$ cat src/design/wdr_pkg.sv
`timescale 1ns / 1ps
// ----------------------------------------------------------------------------
// wdr_pkg: shared types and constants of the wheel duty sequencer
// Item kinds, wheel state record, result word and configuration set.
// ----------------------------------------------------------------------------
package wdr_pkg;

  // Sizing
  localparam int DEFAULT_WHEELS = 4;
  localparam int MAX_RESULTS    = 4;
  localparam int CFG_ADDR_W     = 3;
  localparam int CFG_DATA_W     = 16;
  localparam int CMDQ_DEPTH     = 2;
  localparam int OUTQ_DEPTH     = 2;

  // Input mode codes
  localparam logic [1:0] MODE_GUARD = 2'd0;
  localparam logic [1:0] MODE_QUICK = 2'd1;
  localparam logic [1:0] MODE_TICK  = 2'd2;

  // Configuration register indexes
  localparam logic [CFG_ADDR_W-1:0] REG_SLIP_DUTY  = 3'd0;
  localparam logic [CFG_ADDR_W-1:0] REG_MID_DUTY   = 3'd1;
  localparam logic [CFG_ADDR_W-1:0] REG_MAX_DUTY   = 3'd2;
  localparam logic [CFG_ADDR_W-1:0] REG_SLIP_WAIT  = 3'd3;
  localparam logic [CFG_ADDR_W-1:0] REG_JUMP_WAIT  = 3'd4;
  localparam logic [CFG_ADDR_W-1:0] REG_RAMP_IVL   = 3'd5;
  localparam logic [CFG_ADDR_W-1:0] REG_QUICK_WAIT = 3'd6;

  // Configuration reset values
  localparam logic [7:0]  RST_SLIP_DUTY  = 8'd0;
  localparam logic [7:0]  RST_MID_DUTY   = 8'd0;
  localparam logic [7:0]  RST_MAX_DUTY   = 8'd255;
  localparam logic [15:0] RST_SLIP_WAIT  = 16'd0;
  localparam logic [15:0] RST_JUMP_WAIT  = 16'd0;
  localparam logic [15:0] RST_RAMP_IVL   = 16'd50;
  localparam logic [15:0] RST_QUICK_WAIT = 16'd50;

  // Classified item kind
  typedef enum logic [1:0] {
    KIND_GUARD = 2'd0,
    KIND_QUICK = 2'd1,
    KIND_TICK  = 2'd2,
    KIND_NONE  = 2'd3
  } item_kind_t;

  // Wheel sequence phase
  typedef enum logic [1:0] {
    PH_IDLE   = 2'd0,
    PH_SETTLE = 2'd1,
    PH_RAMP   = 2'd2
  } phase_t;

  typedef struct packed {
    item_kind_t  kind;
    logic [1:0]  wheel;
    logic [7:0]  target;
  } cmd_item_t;

  typedef struct packed {
    logic        last;
    logic        done;
    logic [7:0]  duty;
    logic [1:0]  wheel;
  } res_t;

  typedef struct packed {
    logic [7:0]  duty;
    logic [7:0]  goal;
    phase_t      phase;
    logic [15:0] wait_cnt;
  } wheel_st_t;

  typedef struct packed {
    logic [7:0]  slip_lvl;
    logic [7:0]  mid_lvl;
    logic [7:0]  ceil_lvl;
    logic [15:0] slip_wait;
    logic [15:0] jump_wait;
    logic [15:0] ramp_ivl;
    logic [15:0] quick_wait;
  } cfg_t;

  // A zero wait counts as one tick
  function automatic logic [15:0] at_least_one(input logic [15:0] t);
    return (t == 16'd0) ? 16'd1 : t;
  endfunction

endpackage

$ cat src/design/wheel_duty_ramp_slip_guard.sv
`timescale 1ns / 1ps
// ----------------------------------------------------------------------------
// wheel_duty_ramp_slip_guard: per-wheel PWM duty sequencer with slip guard
// A command word passes through the command queue and the output queue on its way out.
// One drive command per cycle while the output queue has room; for a tick the sequencer
// takes it in, visits one wheel per cycle while no result is held up, and releases the last word.
// Reset: synchronous, active low; clears the queues, all wheel state and
// restores the register defaults.
// ----------------------------------------------------------------------------
module wheel_duty_ramp_slip_guard #(
  parameter int WHEELS = wdr_pkg::DEFAULT_WHEELS
) (
  input  logic                           clk,
  input  logic                           rst_n,
  // Input stream
  input  logic                           in_tvalid,
  output logic                           in_tready,
  input  logic [15:0]                    in_tdata,   // wheel[1:0], target[9:2], zero pad
  input  logic [1:0]                     in_tuser,   // mode[1:0]
  // Result stream
  output logic                           out_tvalid,
  input  logic                           out_tready,
  output logic [15:0]                    out_tdata,  // wheel_out[1:0], duty_out[9:2],
                                                     // sequence_done[10], zero pad
  output logic                           out_tlast,
  // Register write port
  input  logic                           cfg_we,
  input  logic [wdr_pkg::CFG_ADDR_W-1:0] cfg_addr,
  input  logic [wdr_pkg::CFG_DATA_W-1:0] cfg_wdata
);

  import wdr_pkg::*;

  cfg_t      cfg_r;
  cmd_item_t item;
  logic      item_valid;
  logic      item_pop;
  res_t      res;
  logic      res_push;
  logic      res_full;
  res_t      out_head;
  logic      out_empty;

  // Configuration registers
  always_ff @(posedge clk) begin
    if (!rst_n) begin
      cfg_r.slip_lvl   <= RST_SLIP_DUTY;
      cfg_r.mid_lvl    <= RST_MID_DUTY;
      cfg_r.ceil_lvl   <= RST_MAX_DUTY;
      cfg_r.slip_wait  <= RST_SLIP_WAIT;
      cfg_r.jump_wait  <= RST_JUMP_WAIT;
      cfg_r.ramp_ivl   <= RST_RAMP_IVL;
      cfg_r.quick_wait <= RST_QUICK_WAIT;
    end else if (cfg_we) begin
      case (cfg_addr)
        REG_SLIP_DUTY:  cfg_r.slip_lvl   <= cfg_wdata[7:0];
        REG_MID_DUTY:   cfg_r.mid_lvl    <= cfg_wdata[7:0];
        REG_MAX_DUTY:   cfg_r.ceil_lvl   <= cfg_wdata[7:0];
        REG_SLIP_WAIT:  cfg_r.slip_wait  <= cfg_wdata;
        REG_JUMP_WAIT:  cfg_r.jump_wait  <= cfg_wdata;
        REG_RAMP_IVL:   cfg_r.ramp_ivl   <= cfg_wdata;
        REG_QUICK_WAIT: cfg_r.quick_wait <= cfg_wdata;
        default: begin
        end
      endcase
    end
  end

  wdr_front #(
    .WHEELS (WHEELS)
  ) u_front (
    .clk        (clk),
    .rst_n      (rst_n),
    .in_valid   (in_tvalid),
    .in_ready   (in_tready),
    .in_mode    (in_tuser),
    .in_wheel   (in_tdata[1:0]),
    .in_target  (in_tdata[9:2]),
    .item       (item),
    .item_valid (item_valid),
    .item_pop   (item_pop)
  );

  wdr_back #(
    .WHEELS (WHEELS)
  ) u_back (
    .clk        (clk),
    .rst_n      (rst_n),
    .cfg        (cfg_r),
    .item       (item),
    .item_valid (item_valid),
    .item_pop   (item_pop),
    .res        (res),
    .res_push   (res_push),
    .res_full   (res_full)
  );

  // Output skid queue
  wdr_fifo #(
    .WIDTH ($bits(res_t)),
    .DEPTH (OUTQ_DEPTH)
  ) u_outq (
    .clk     (clk),
    .rst_n   (rst_n),
    .wr_en   (res_push),
    .wr_data (res),
    .full    (res_full),
    .rd_en   (out_tready),
    .rd_data (out_head),
    .empty   (out_empty)
  );

  assign out_tvalid = !out_empty;
  assign out_tdata  = {5'd0, out_head.done, out_head.duty, out_head.wheel};
  assign out_tlast  = out_head.last;

endmodule

$ cat src/design/wdr_fifo.sv
`timescale 1ns / 1ps
// ----------------------------------------------------------------------------
// wdr_fifo: small synchronous queue
// Flop-based first-in first-out buffer with full and empty flags.
// ----------------------------------------------------------------------------
module wdr_fifo #(
  parameter int WIDTH = 12,
  parameter int DEPTH = 2
) (
  input  logic             clk,
  input  logic             rst_n,
  input  logic             wr_en,
  input  logic [WIDTH-1:0] wr_data,
  output logic             full,
  input  logic             rd_en,
  output logic [WIDTH-1:0] rd_data,
  output logic             empty
);

  localparam int PW = (DEPTH > 1) ? $clog2(DEPTH) : 1;
  localparam int CW = $clog2(DEPTH + 1);

  logic [WIDTH-1:0] mem [DEPTH];
  logic [PW-1:0]    wr_ptr_r, wr_ptr_nxt;
  logic [PW-1:0]    rd_ptr_r, rd_ptr_nxt;
  logic [CW-1:0]    count_r, count_nxt;
  logic             do_wr, do_rd;

  assign full    = (count_r == CW'(DEPTH));
  assign empty   = (count_r == '0);
  assign do_wr   = wr_en && !full;
  assign do_rd   = rd_en && !empty;
  assign rd_data = mem[rd_ptr_r];

  // Advance pointers and fill level
  always_comb begin
    wr_ptr_nxt = wr_ptr_r;
    rd_ptr_nxt = rd_ptr_r;
    count_nxt  = count_r;
    if (do_wr) begin
      wr_ptr_nxt = (wr_ptr_r == PW'(DEPTH - 1)) ? '0 : wr_ptr_r + PW'(1);
    end
    if (do_rd) begin
      rd_ptr_nxt = (rd_ptr_r == PW'(DEPTH - 1)) ? '0 : rd_ptr_r + PW'(1);
    end
    if (do_wr && !do_rd) begin
      count_nxt = count_r + CW'(1);
    end else if (do_rd && !do_wr) begin
      count_nxt = count_r - CW'(1);
    end
  end

  always_ff @(posedge clk) begin
    if (!rst_n) begin
      wr_ptr_r <= '0;
      rd_ptr_r <= '0;
      count_r  <= '0;
    end else begin
      wr_ptr_r <= wr_ptr_nxt;
      rd_ptr_r <= rd_ptr_nxt;
      count_r  <= count_nxt;
    end
  end

  // Storage needs no reset
  always_ff @(posedge clk) begin
    if (do_wr) begin
      mem[wr_ptr_r] <= wr_data;
    end
  end

endmodule

$ cat src/design/wdr_front.sv
`timescale 1ns / 1ps
// ----------------------------------------------------------------------------
// wdr_front: input classifier and command queue
// Decodes each input word, drops those that cause nothing and queues the rest.
// ----------------------------------------------------------------------------
module wdr_front #(
  parameter int WHEELS = wdr_pkg::DEFAULT_WHEELS
) (
  input  logic               clk,
  input  logic               rst_n,
  input  logic               in_valid,
  output logic               in_ready,
  input  logic [1:0]         in_mode,
  input  logic [1:0]         in_wheel,
  input  logic [7:0]         in_target,
  output wdr_pkg::cmd_item_t item,
  output logic               item_valid,
  input  logic               item_pop
);

  import wdr_pkg::*;

  cmd_item_t  item_in;
  item_kind_t kind;
  logic       wheel_ok;
  logic       q_full;
  logic       q_empty;
  logic       push;

  assign wheel_ok = (int'(in_wheel) < WHEELS);

  // Classify the incoming word
  always_comb begin
    case (in_mode)
      MODE_GUARD: kind = wheel_ok ? KIND_GUARD : KIND_NONE;
      MODE_QUICK: kind = wheel_ok ? KIND_QUICK : KIND_NONE;
      MODE_TICK:  kind = KIND_TICK;
      default:    kind = KIND_NONE;
    endcase
  end

  assign item_in.kind   = kind;
  assign item_in.wheel  = in_wheel;
  assign item_in.target = in_target;

  // Drop words with a spare mode code or an out-of-range wheel
  assign in_ready = !q_full;
  assign push     = in_valid && !q_full && (kind != KIND_NONE);

  wdr_fifo #(
    .WIDTH ($bits(cmd_item_t)),
    .DEPTH (CMDQ_DEPTH)
  ) u_cmdq (
    .clk     (clk),
    .rst_n   (rst_n),
    .wr_en   (push),
    .wr_data (item_in),
    .full    (q_full),
    .rd_en   (item_pop),
    .rd_data (item),
    .empty   (q_empty)
  );

  assign item_valid = !q_empty;

endmodule

$ cat src/design/wdr_back.sv
`timescale 1ns / 1ps
// ----------------------------------------------------------------------------
// wdr_back: wheel duty sequencer
// Holds per-wheel state, applies commands and walks the wheels on each tick.
// ----------------------------------------------------------------------------
module wdr_back #(
  parameter int WHEELS = wdr_pkg::DEFAULT_WHEELS
) (
  input  logic               clk,
  input  logic               rst_n,
  input  wdr_pkg::cfg_t      cfg,
  input  wdr_pkg::cmd_item_t item,
  input  logic               item_valid,
  output logic               item_pop,
  output wdr_pkg::res_t      res,
  output logic               res_push,
  input  logic               res_full
);

  import wdr_pkg::*;

  localparam int WIDX = (WHEELS > 1) ? $clog2(WHEELS) : 1;
  localparam logic [WIDX-1:0] LAST_WHEEL = WIDX'(WHEELS - 1);

  typedef enum logic [1:0] {
    ST_IDLE,
    ST_TICK,
    ST_FLUSH
  } state_t;

  state_t          state_r, state_nxt;
  logic [WIDX-1:0] idx_r, idx_nxt;
  logic [2:0]      n_r, n_nxt;
  logic            pend_valid_r, pend_valid_nxt;
  res_t            pend_r, pend_nxt;
  wheel_st_t       wst_r [WHEELS];

  logic [WIDX-1:0] sel;
  wheel_st_t       cur;
  wheel_st_t       upd;
  logic            upd_en;

  assign sel = (state_r == ST_TICK) ? idx_r : WIDX'(item.wheel);
  assign cur = wst_r[sel];

  always_comb begin
    logic        slip_go;
    logic [15:0] wait_sel;
    logic        active;
    logic        produce;
    logic        step_done;
    logic [8:0]  nxt9;
    logic        stall;
    res_t        new_res;

    upd            = cur;
    upd_en         = 1'b0;
    item_pop       = 1'b0;
    res_push       = 1'b0;
    res            = '0;
    state_nxt      = state_r;
    idx_nxt        = idx_r;
    n_nxt          = n_r;
    pend_valid_nxt = pend_valid_r;
    pend_nxt       = pend_r;
    slip_go        = 1'b0;
    wait_sel       = cfg.quick_wait;
    active         = (cur.phase == PH_SETTLE) || (cur.phase == PH_RAMP);
    produce        = 1'b0;
    step_done      = 1'b0;
    nxt9           = {1'b0, cur.duty} + 9'd1;
    stall          = 1'b0;

    // Step the current wheel as a tick would
    if (active && (cur.wait_cnt <= 16'd1) && (n_r < 3'(MAX_RESULTS))) begin
      if ((nxt9 <= {1'b0, cur.goal}) && (nxt9 <= {1'b0, cfg.ceil_lvl})) begin
        produce   = 1'b1;
        step_done = (nxt9 == {1'b0, cur.goal}) || (nxt9 == {1'b0, cfg.ceil_lvl});
      end
    end
    new_res.last  = 1'b0;
    new_res.done  = step_done;
    new_res.duty  = nxt9[7:0];
    new_res.wheel = 2'(idx_r);

    case (state_r)
      ST_IDLE: begin
        if (item_valid) begin
          case (item.kind)
            KIND_GUARD, KIND_QUICK: begin
              // Apply a drive command once the output queue has room
              if (item.kind == KIND_GUARD) begin
                slip_go  = item.target > cfg.slip_lvl;
                wait_sel = (cfg.slip_lvl <= cfg.mid_lvl) ? cfg.slip_wait : cfg.jump_wait;
              end else begin
                slip_go  = (item.target > cfg.slip_lvl) && (cur.duty < cfg.slip_lvl);
                wait_sel = cfg.quick_wait;
              end
              if (!res_full) begin
                item_pop  = 1'b1;
                res_push  = 1'b1;
                upd_en    = 1'b1;
                res.last  = 1'b1;
                res.wheel = item.wheel;
                upd.goal  = item.target;
                if (slip_go) begin
                  upd.duty     = cfg.slip_lvl;
                  upd.phase    = PH_SETTLE;
                  upd.wait_cnt = at_least_one(wait_sel);
                  res.done     = 1'b0;
                  res.duty     = cfg.slip_lvl;
                end else begin
                  upd.duty     = item.target;
                  upd.phase    = PH_IDLE;
                  upd.wait_cnt = 16'd0;
                  res.done     = 1'b1;
                  res.duty     = item.target;
                end
              end
            end
            KIND_TICK: begin
              item_pop       = 1'b1;
              state_nxt      = ST_TICK;
              idx_nxt        = '0;
              n_nxt          = '0;
              pend_valid_nxt = 1'b0;
            end
            default: begin
              item_pop = 1'b1;
            end
          endcase
        end
      end

      ST_TICK: begin
        // Hold when a waiting result cannot be pushed
        stall = produce && pend_valid_r && res_full;
        if (!stall) begin
          if (active) begin
            upd_en = 1'b1;
            if (cur.wait_cnt > 16'd1) begin
              upd.wait_cnt = cur.wait_cnt - 16'd1;
            end else if (n_r >= 3'(MAX_RESULTS)) begin
              upd.wait_cnt = 16'd1;
            end else if (!produce) begin
              upd.phase    = PH_IDLE;
              upd.wait_cnt = 16'd0;
            end else begin
              upd.duty = nxt9[7:0];
              if (step_done) begin
                upd.phase    = PH_IDLE;
                upd.wait_cnt = 16'd0;
              end else begin
                upd.phase    = PH_RAMP;
                upd.wait_cnt = at_least_one(cfg.ramp_ivl);
              end
            end
          end
          if (produce) begin
            if (pend_valid_r) begin
              res_push = 1'b1;
              res      = pend_r;
            end
            pend_nxt       = new_res;
            pend_valid_nxt = 1'b1;
            n_nxt          = n_r + 3'd1;
          end
          if (idx_r == LAST_WHEEL) begin
            state_nxt = ST_FLUSH;
          end else begin
            idx_nxt = idx_r + WIDX'(1);
          end
        end
      end

      ST_FLUSH: begin
        // Release the final result of the tick marked as last
        if (!pend_valid_r) begin
          state_nxt = ST_IDLE;
        end else if (!res_full) begin
          res            = pend_r;
          res.last       = 1'b1;
          res_push       = 1'b1;
          pend_valid_nxt = 1'b0;
          state_nxt      = ST_IDLE;
        end
      end

      default: begin
        state_nxt = ST_IDLE;
      end
    endcase
  end

  // Sequencer control
  always_ff @(posedge clk) begin
    if (!rst_n) begin
      state_r      <= ST_IDLE;
      idx_r        <= '0;
      n_r          <= '0;
      pend_valid_r <= 1'b0;
    end else begin
      state_r      <= state_nxt;
      idx_r        <= idx_nxt;
      n_r          <= n_nxt;
      pend_valid_r <= pend_valid_nxt;
    end
  end

  always_ff @(posedge clk) begin
    pend_r <= pend_nxt;
  end

  // Wheel state: cleared at reset, at most one wheel written per cycle
  always_ff @(posedge clk) begin
    if (!rst_n) begin
      for (int i = 0; i < WHEELS; i++) begin
        wst_r[i].duty     <= 8'd0;
        wst_r[i].goal     <= 8'd0;
        wst_r[i].phase    <= PH_IDLE;
        wst_r[i].wait_cnt <= 16'd0;
      end
    end else if (upd_en) begin
      wst_r[sel] <= upd;
    end
  end

endmodule

$ cat config.mk
export PLATFORM = sky130hd
export DESIGN_NAME = wheel_duty_ramp_slip_guard
export DESIGN_NICKNAME = d
export VERILOG_FILES = /design/src/design/wdr_pkg.sv /design/src/design/wheel_duty_ramp_slip_guard.sv /design/src/design/wdr_fifo.sv /design/src/design/wdr_front.sv /design/src/design/wdr_back.sv
export SDC_FILE = /design/constraint.sdc
export NUM_CORES = 1
export LEC_CHECK = 0
export BUFFER_PORTS_ARGS = -buffer_cell sky130_fd_sc_hd__buf_2
export CAP_MARGIN = 20
export CORE_UTILIZATION = 48
export DETAILED_ROUTE_END_ITERATION = 10
export HOLD_SLACK_MARGIN = 0.15
export PLACE_DENSITY = 0.69
export SETUP_SLACK_MARGIN = 0.5
export SYNTH_ARGS = -nofsm -noshare
export SYNTH_HDL_FRONTEND = slang
export SYNTH_HIERARCHICAL = 1
export SYNTH_SLANG_ARGS = --single-unit
$ cat constraint.sdc
create_clock -name clk -period 9.1 [get_ports clk]
set_input_delay 2.73 -clock clk [delete_from_list [all_inputs] [get_ports clk]]
set_output_delay 2.73 -clock clk [all_outputs]
set_load 0.01 [all_outputs]
==> summary.txt <==
CTS
  – TritonCTS clock tree: built
  – Clock slew seen by the registers of the worst setup and hold paths: 60 ps
  – Postcts setup bufs: 0
  – Total CTS buffers: 34
  – Clock Path Buffers: 3
  – CTS H-Tree Depth: 2
  – Root buffer cell: clkbuf_16
  – # hold bufs at CTS: 0
  – Sink Count: 301
  – CTS resizes: 0
  – Clock Latency Late Sink: 510 ps

Timing
  – Fin crit share: 83.21%
  – Setup TNS: 0 ps
  – Slew headroom: 28.39%
  – Fmax: 132.1 MHz
  – Min cycle time layout: 7572 ps
  – Max Slew Vio Count: 0
  – Final setup fails: 0
  – Hold Violations, Final: 0
  – Slew @ Worst Pin: 1071 ps
  – RSZ-0062 raised after global routing: false
  – Worst Skew: 27.28 ps

Global routing
  – Initial antenna violation count: 0
  – First-pass GRT wire length: 66.24 mm
  – Remaining global-route overflow: 0
  – Vias in the first global route: 11,843
  – Gr usage total: 23.99%
  – Largest net degree at the start of global routing: 100

Critical path
  – Required time worst endpoint: 9210 ps
  – Element type at the critical path end: flip-flop
  – FF-to-FF path depth: 23
  – Setup crit start: u_back/state_r[1]$_SDFFE_PN0P_
  – Critical path peak fanout: 23
  – Startpoint Class: flip-flop
  – CP cell instances: inv_1, ha_1, buf_4, nand3b_1, a21oi_1, nor4_1, buf_4, ha_1, nand4_1, o31ai_1, nand2_1, ha_1, and3_1, a221oi_1, o31ai_1, o211ai_1, and4bb_4, nand4_1, a21oi_1, o21ai_1, a21oi_1, inv_1, nor3_2
  – Reg-to-reg endpoint: u_outq/mem[0][1]$_DFFE_PP_
  – Delay of the slowest critical-path stage: 740 ps
  – Reg-to-Reg Start: u_back/state_r[1]$_SDFFE_PN0P_
  – Setup crit end: u_outq/mem[0][1]$_DFFE_PP_
  – Setup CP Type: reg -> reg
  – Crit path max-delay cell type: nor3_2
  – Worst EP arrival: 7690 ps
  – Reg2Reg Setup Slack: 1530 ps

Synth
  – Yosys reg bits: 301
  – Main combinational cell family by area after synthesis: simple AND/OR/NAND/NOR gates
  – Async SR Flop Fraction: 0%
  – Mux contribution to synthesized area: 14.24%
  – Syn Area/Cell: 10.84 µm²
  – Area share of fa/ha/maj cells after synthesis: 3.582%
  – Post-Syn Area: 16,420 µm²
  – Register area share after synthesis: 48.59%
  – EDFF count, synth: 195
  – Simple-gate portion of the synthesized area: 14.40%
  – Ys flop type: edfxtp_1
  – Compound-Gate Fraction of Synth Area: 12.40%
  – Synth Area in XOR/XNOR: 1.821%
  – Distinct cells, synth: 93
  – Yosys warns: 6
  – Cells after Synth: 1,515

Min path
  – Min-delay worst type: reg -> reg

Power
  – VDD IR-drop max: 0.2121 mV
  – Power per Cell Area: 286.6 nW/µm²
  – Static Leak: 0.006929 µW

Cells and area
  – Most common cell after layout, fill and taps aside: edfxtp_1
  – Share of cells above drive strength 1: 16.23%
  – Final Instance Count excl. Fillers: 2,007
  – N_diodes: 0
  – Most frequent cells in the layout: 195 x edfxtp_1, 165 x nand2_1, 129 x mux2i_1
  – Area growth, synth to finish: 10.21%
  – Final nets: 1,624

Route
  – DR vias/cell: 6.001
  – DRT antenna net count: 0
  – WL final: 41.90 mm
  – DRT iter0 DRCs: 1,198
  – First drt pass iteration count: 5
  – DRC: 0
  – Via count: 12,044
  – WL per Instance: 20.88 µm

Place
  – GPL Wtd Cong: 0.9219
  – Placed cells: 1,946
  – I/O Buffers: 49
  – DPL Wire Length: 28.35 mm

Die
  – I/O pin cnt: 61
  – Die width: 186.9 µm
  – Core footprint: 33,620 µm²
  – Die Area: 34,950 µm²
  – Placement Rows: 67
  – Initial core utilization: 48.84%
  – Die Ht: 186.9 µm

Flow run
  – Max-capacitance violation count: 0

Status
  – Outcome: finished clean
## sequential cells by signal, summed over array words and instances, names as in the netlist, named ones only
| register | flops |
|---|---|
| u_outq/wr_ptr_r | 1 |
| u_back/n_r | 3 |
| u_front/u_cmdq/count_r | 2 |
| u_outq/mem | 24 |
| u_front/u_cmdq/wr_ptr_r | 1 |
| u_back/idx_r | 2 |
| u_back/pend_r | 11 |
| u_back/state_r | 2 |
| u_outq/count_r | 2 |
| u_front/u_cmdq/mem | 24 |
| u_back/wst_r | 136 |
| u_front/u_cmdq/rd_ptr_r | 1 |
| u_back/pend_valid_r | 1 |
| cfg_r | 88 |
| u_outq/rd_ptr_r | 1 |
## layer usage
metal / wire length [µm] / GRT usage (%)
met5: 0 / 0
met4: 1418 / 8.733
met3: 2614 / 3.827
met2: 20420 / 40.84
met1: 17450 / 30.87
## through the flow
| stage | power [µW] | hold WS [ps] | util [%] | setup WS [ps] | cell area [µm²] |
|---|---|---|---|---|---|
| 5_1_grt | 5452 | 474.3 | 53.83 | 1052 | 18090 |
| 4_1_cts | 5178 | 458.5 | 53.79 | 1652 | 18080 |
| 2_1_floorplan | 3205 | 431.3 | - | 2473 | 16430 |
| 3_3_place_gp | 3704 | 438.7 | 50.33 | 1776 | 16920 |
| 3_5_place_dp | 3747 | 447.8 | 50.33 | 1692 | 16920 |
| 6_report | 5186 | 457.4 | 53.83 | 1528 | 18090 |
## where the power goes
group,switching [µW],internal (µW)
clock network,549,879
logic,1310,756
registers,66.6,1620
total,1930,3260
## critical path, delay by kind of cell, from the launching register on
| family | cells | cell delay, ps |
|---|---|---|
| AOI/OAI and AO/OA | 8 | 2260 |
| adders and majority gates | 3 | 1330 |
| buffers and inverters | 4 | 870 |
| DFF | 1 | 340 |
| and+or+nand+nor | 8 | 2370 |
## cell usage after synthesis (21+ instances only)
cell type | n | area, µm²
nor3_1 | 33 | 165.2
buf_2 | 22 | 110.1
a21oi_1 | 112 | 560.5
clkbuf_1 | 46 | 172.7
mux2i_1 | 129 | 1291
nor2_1 | 99 | 371.6
o21ai_0 | 40 | 200.2
mux2_2 | 30 | 337.8
nor2b_1 | 38 | 237.7
edfxtp_1 | 195 | 5856
xnor2_1 | 21 | 183.9
nand2_1 | 165 | 619.3
nand3_1 | 31 | 155.2
mux4_2 | 29 | 653.1
dfxtp_1 | 106 | 2122
inv_1 | 63 | 236.5
nand2b_1 | 21 | 131.4
ha_1 | 47 | 588.1
## how the worst min path moves through the flow
stage / endpoint / cells after the start / start
final: cfg_r[57]$_SDFFE_PN0P_ / 2 / cfg_r[57]$_SDFFE_PN0P_
after global placement: cfg_r[50]$_SDFFE_PN0P_ / 2 / cfg_r[50]$_SDFFE_PN0P_
after detailed placement: cfg_r[60]$_SDFFE_PN0P_ / 2 / cfg_r[60]$_SDFFE_PN0P_
after CTS: cfg_r[60]$_SDFFE_PN0P_ / 2 / cfg_r[60]$_SDFFE_PN0P_
after global routing: cfg_r[37]$_SDFFE_PN0P_ / 2 / cfg_r[37]$_SDFFE_PN0P_
after floorplan: cfg_r[49]$_SDFFE_PN0P_ / 2 / cfg_r[49]$_SDFFE_PN0P_
## area by class of cell
cell class | instances | area (µm²)
Fill cell | 2926 | 15520
Tap cell | 448 | 560.5
Inverter | 67 | 251.5
Clock buffer | 43 | 945.9
Timing Repair Buffer | 80 | 484.2
Clock inverter | 17 | 220.2
Multi-Input combinational cell | 1051 | 7655
Sequential cell | 301 | 7978
## logic make-up after synthesis
group,count (synthesis)
AOI/OAI and AO/OA,302
xor gates and xnor gates,31
adders and majority gates,47
buffers and inverters,167
DFF,301
muxes,191
other,1
and+or+nand+nor,475
No activity file was read; power rests on OpenSTA's default activity.
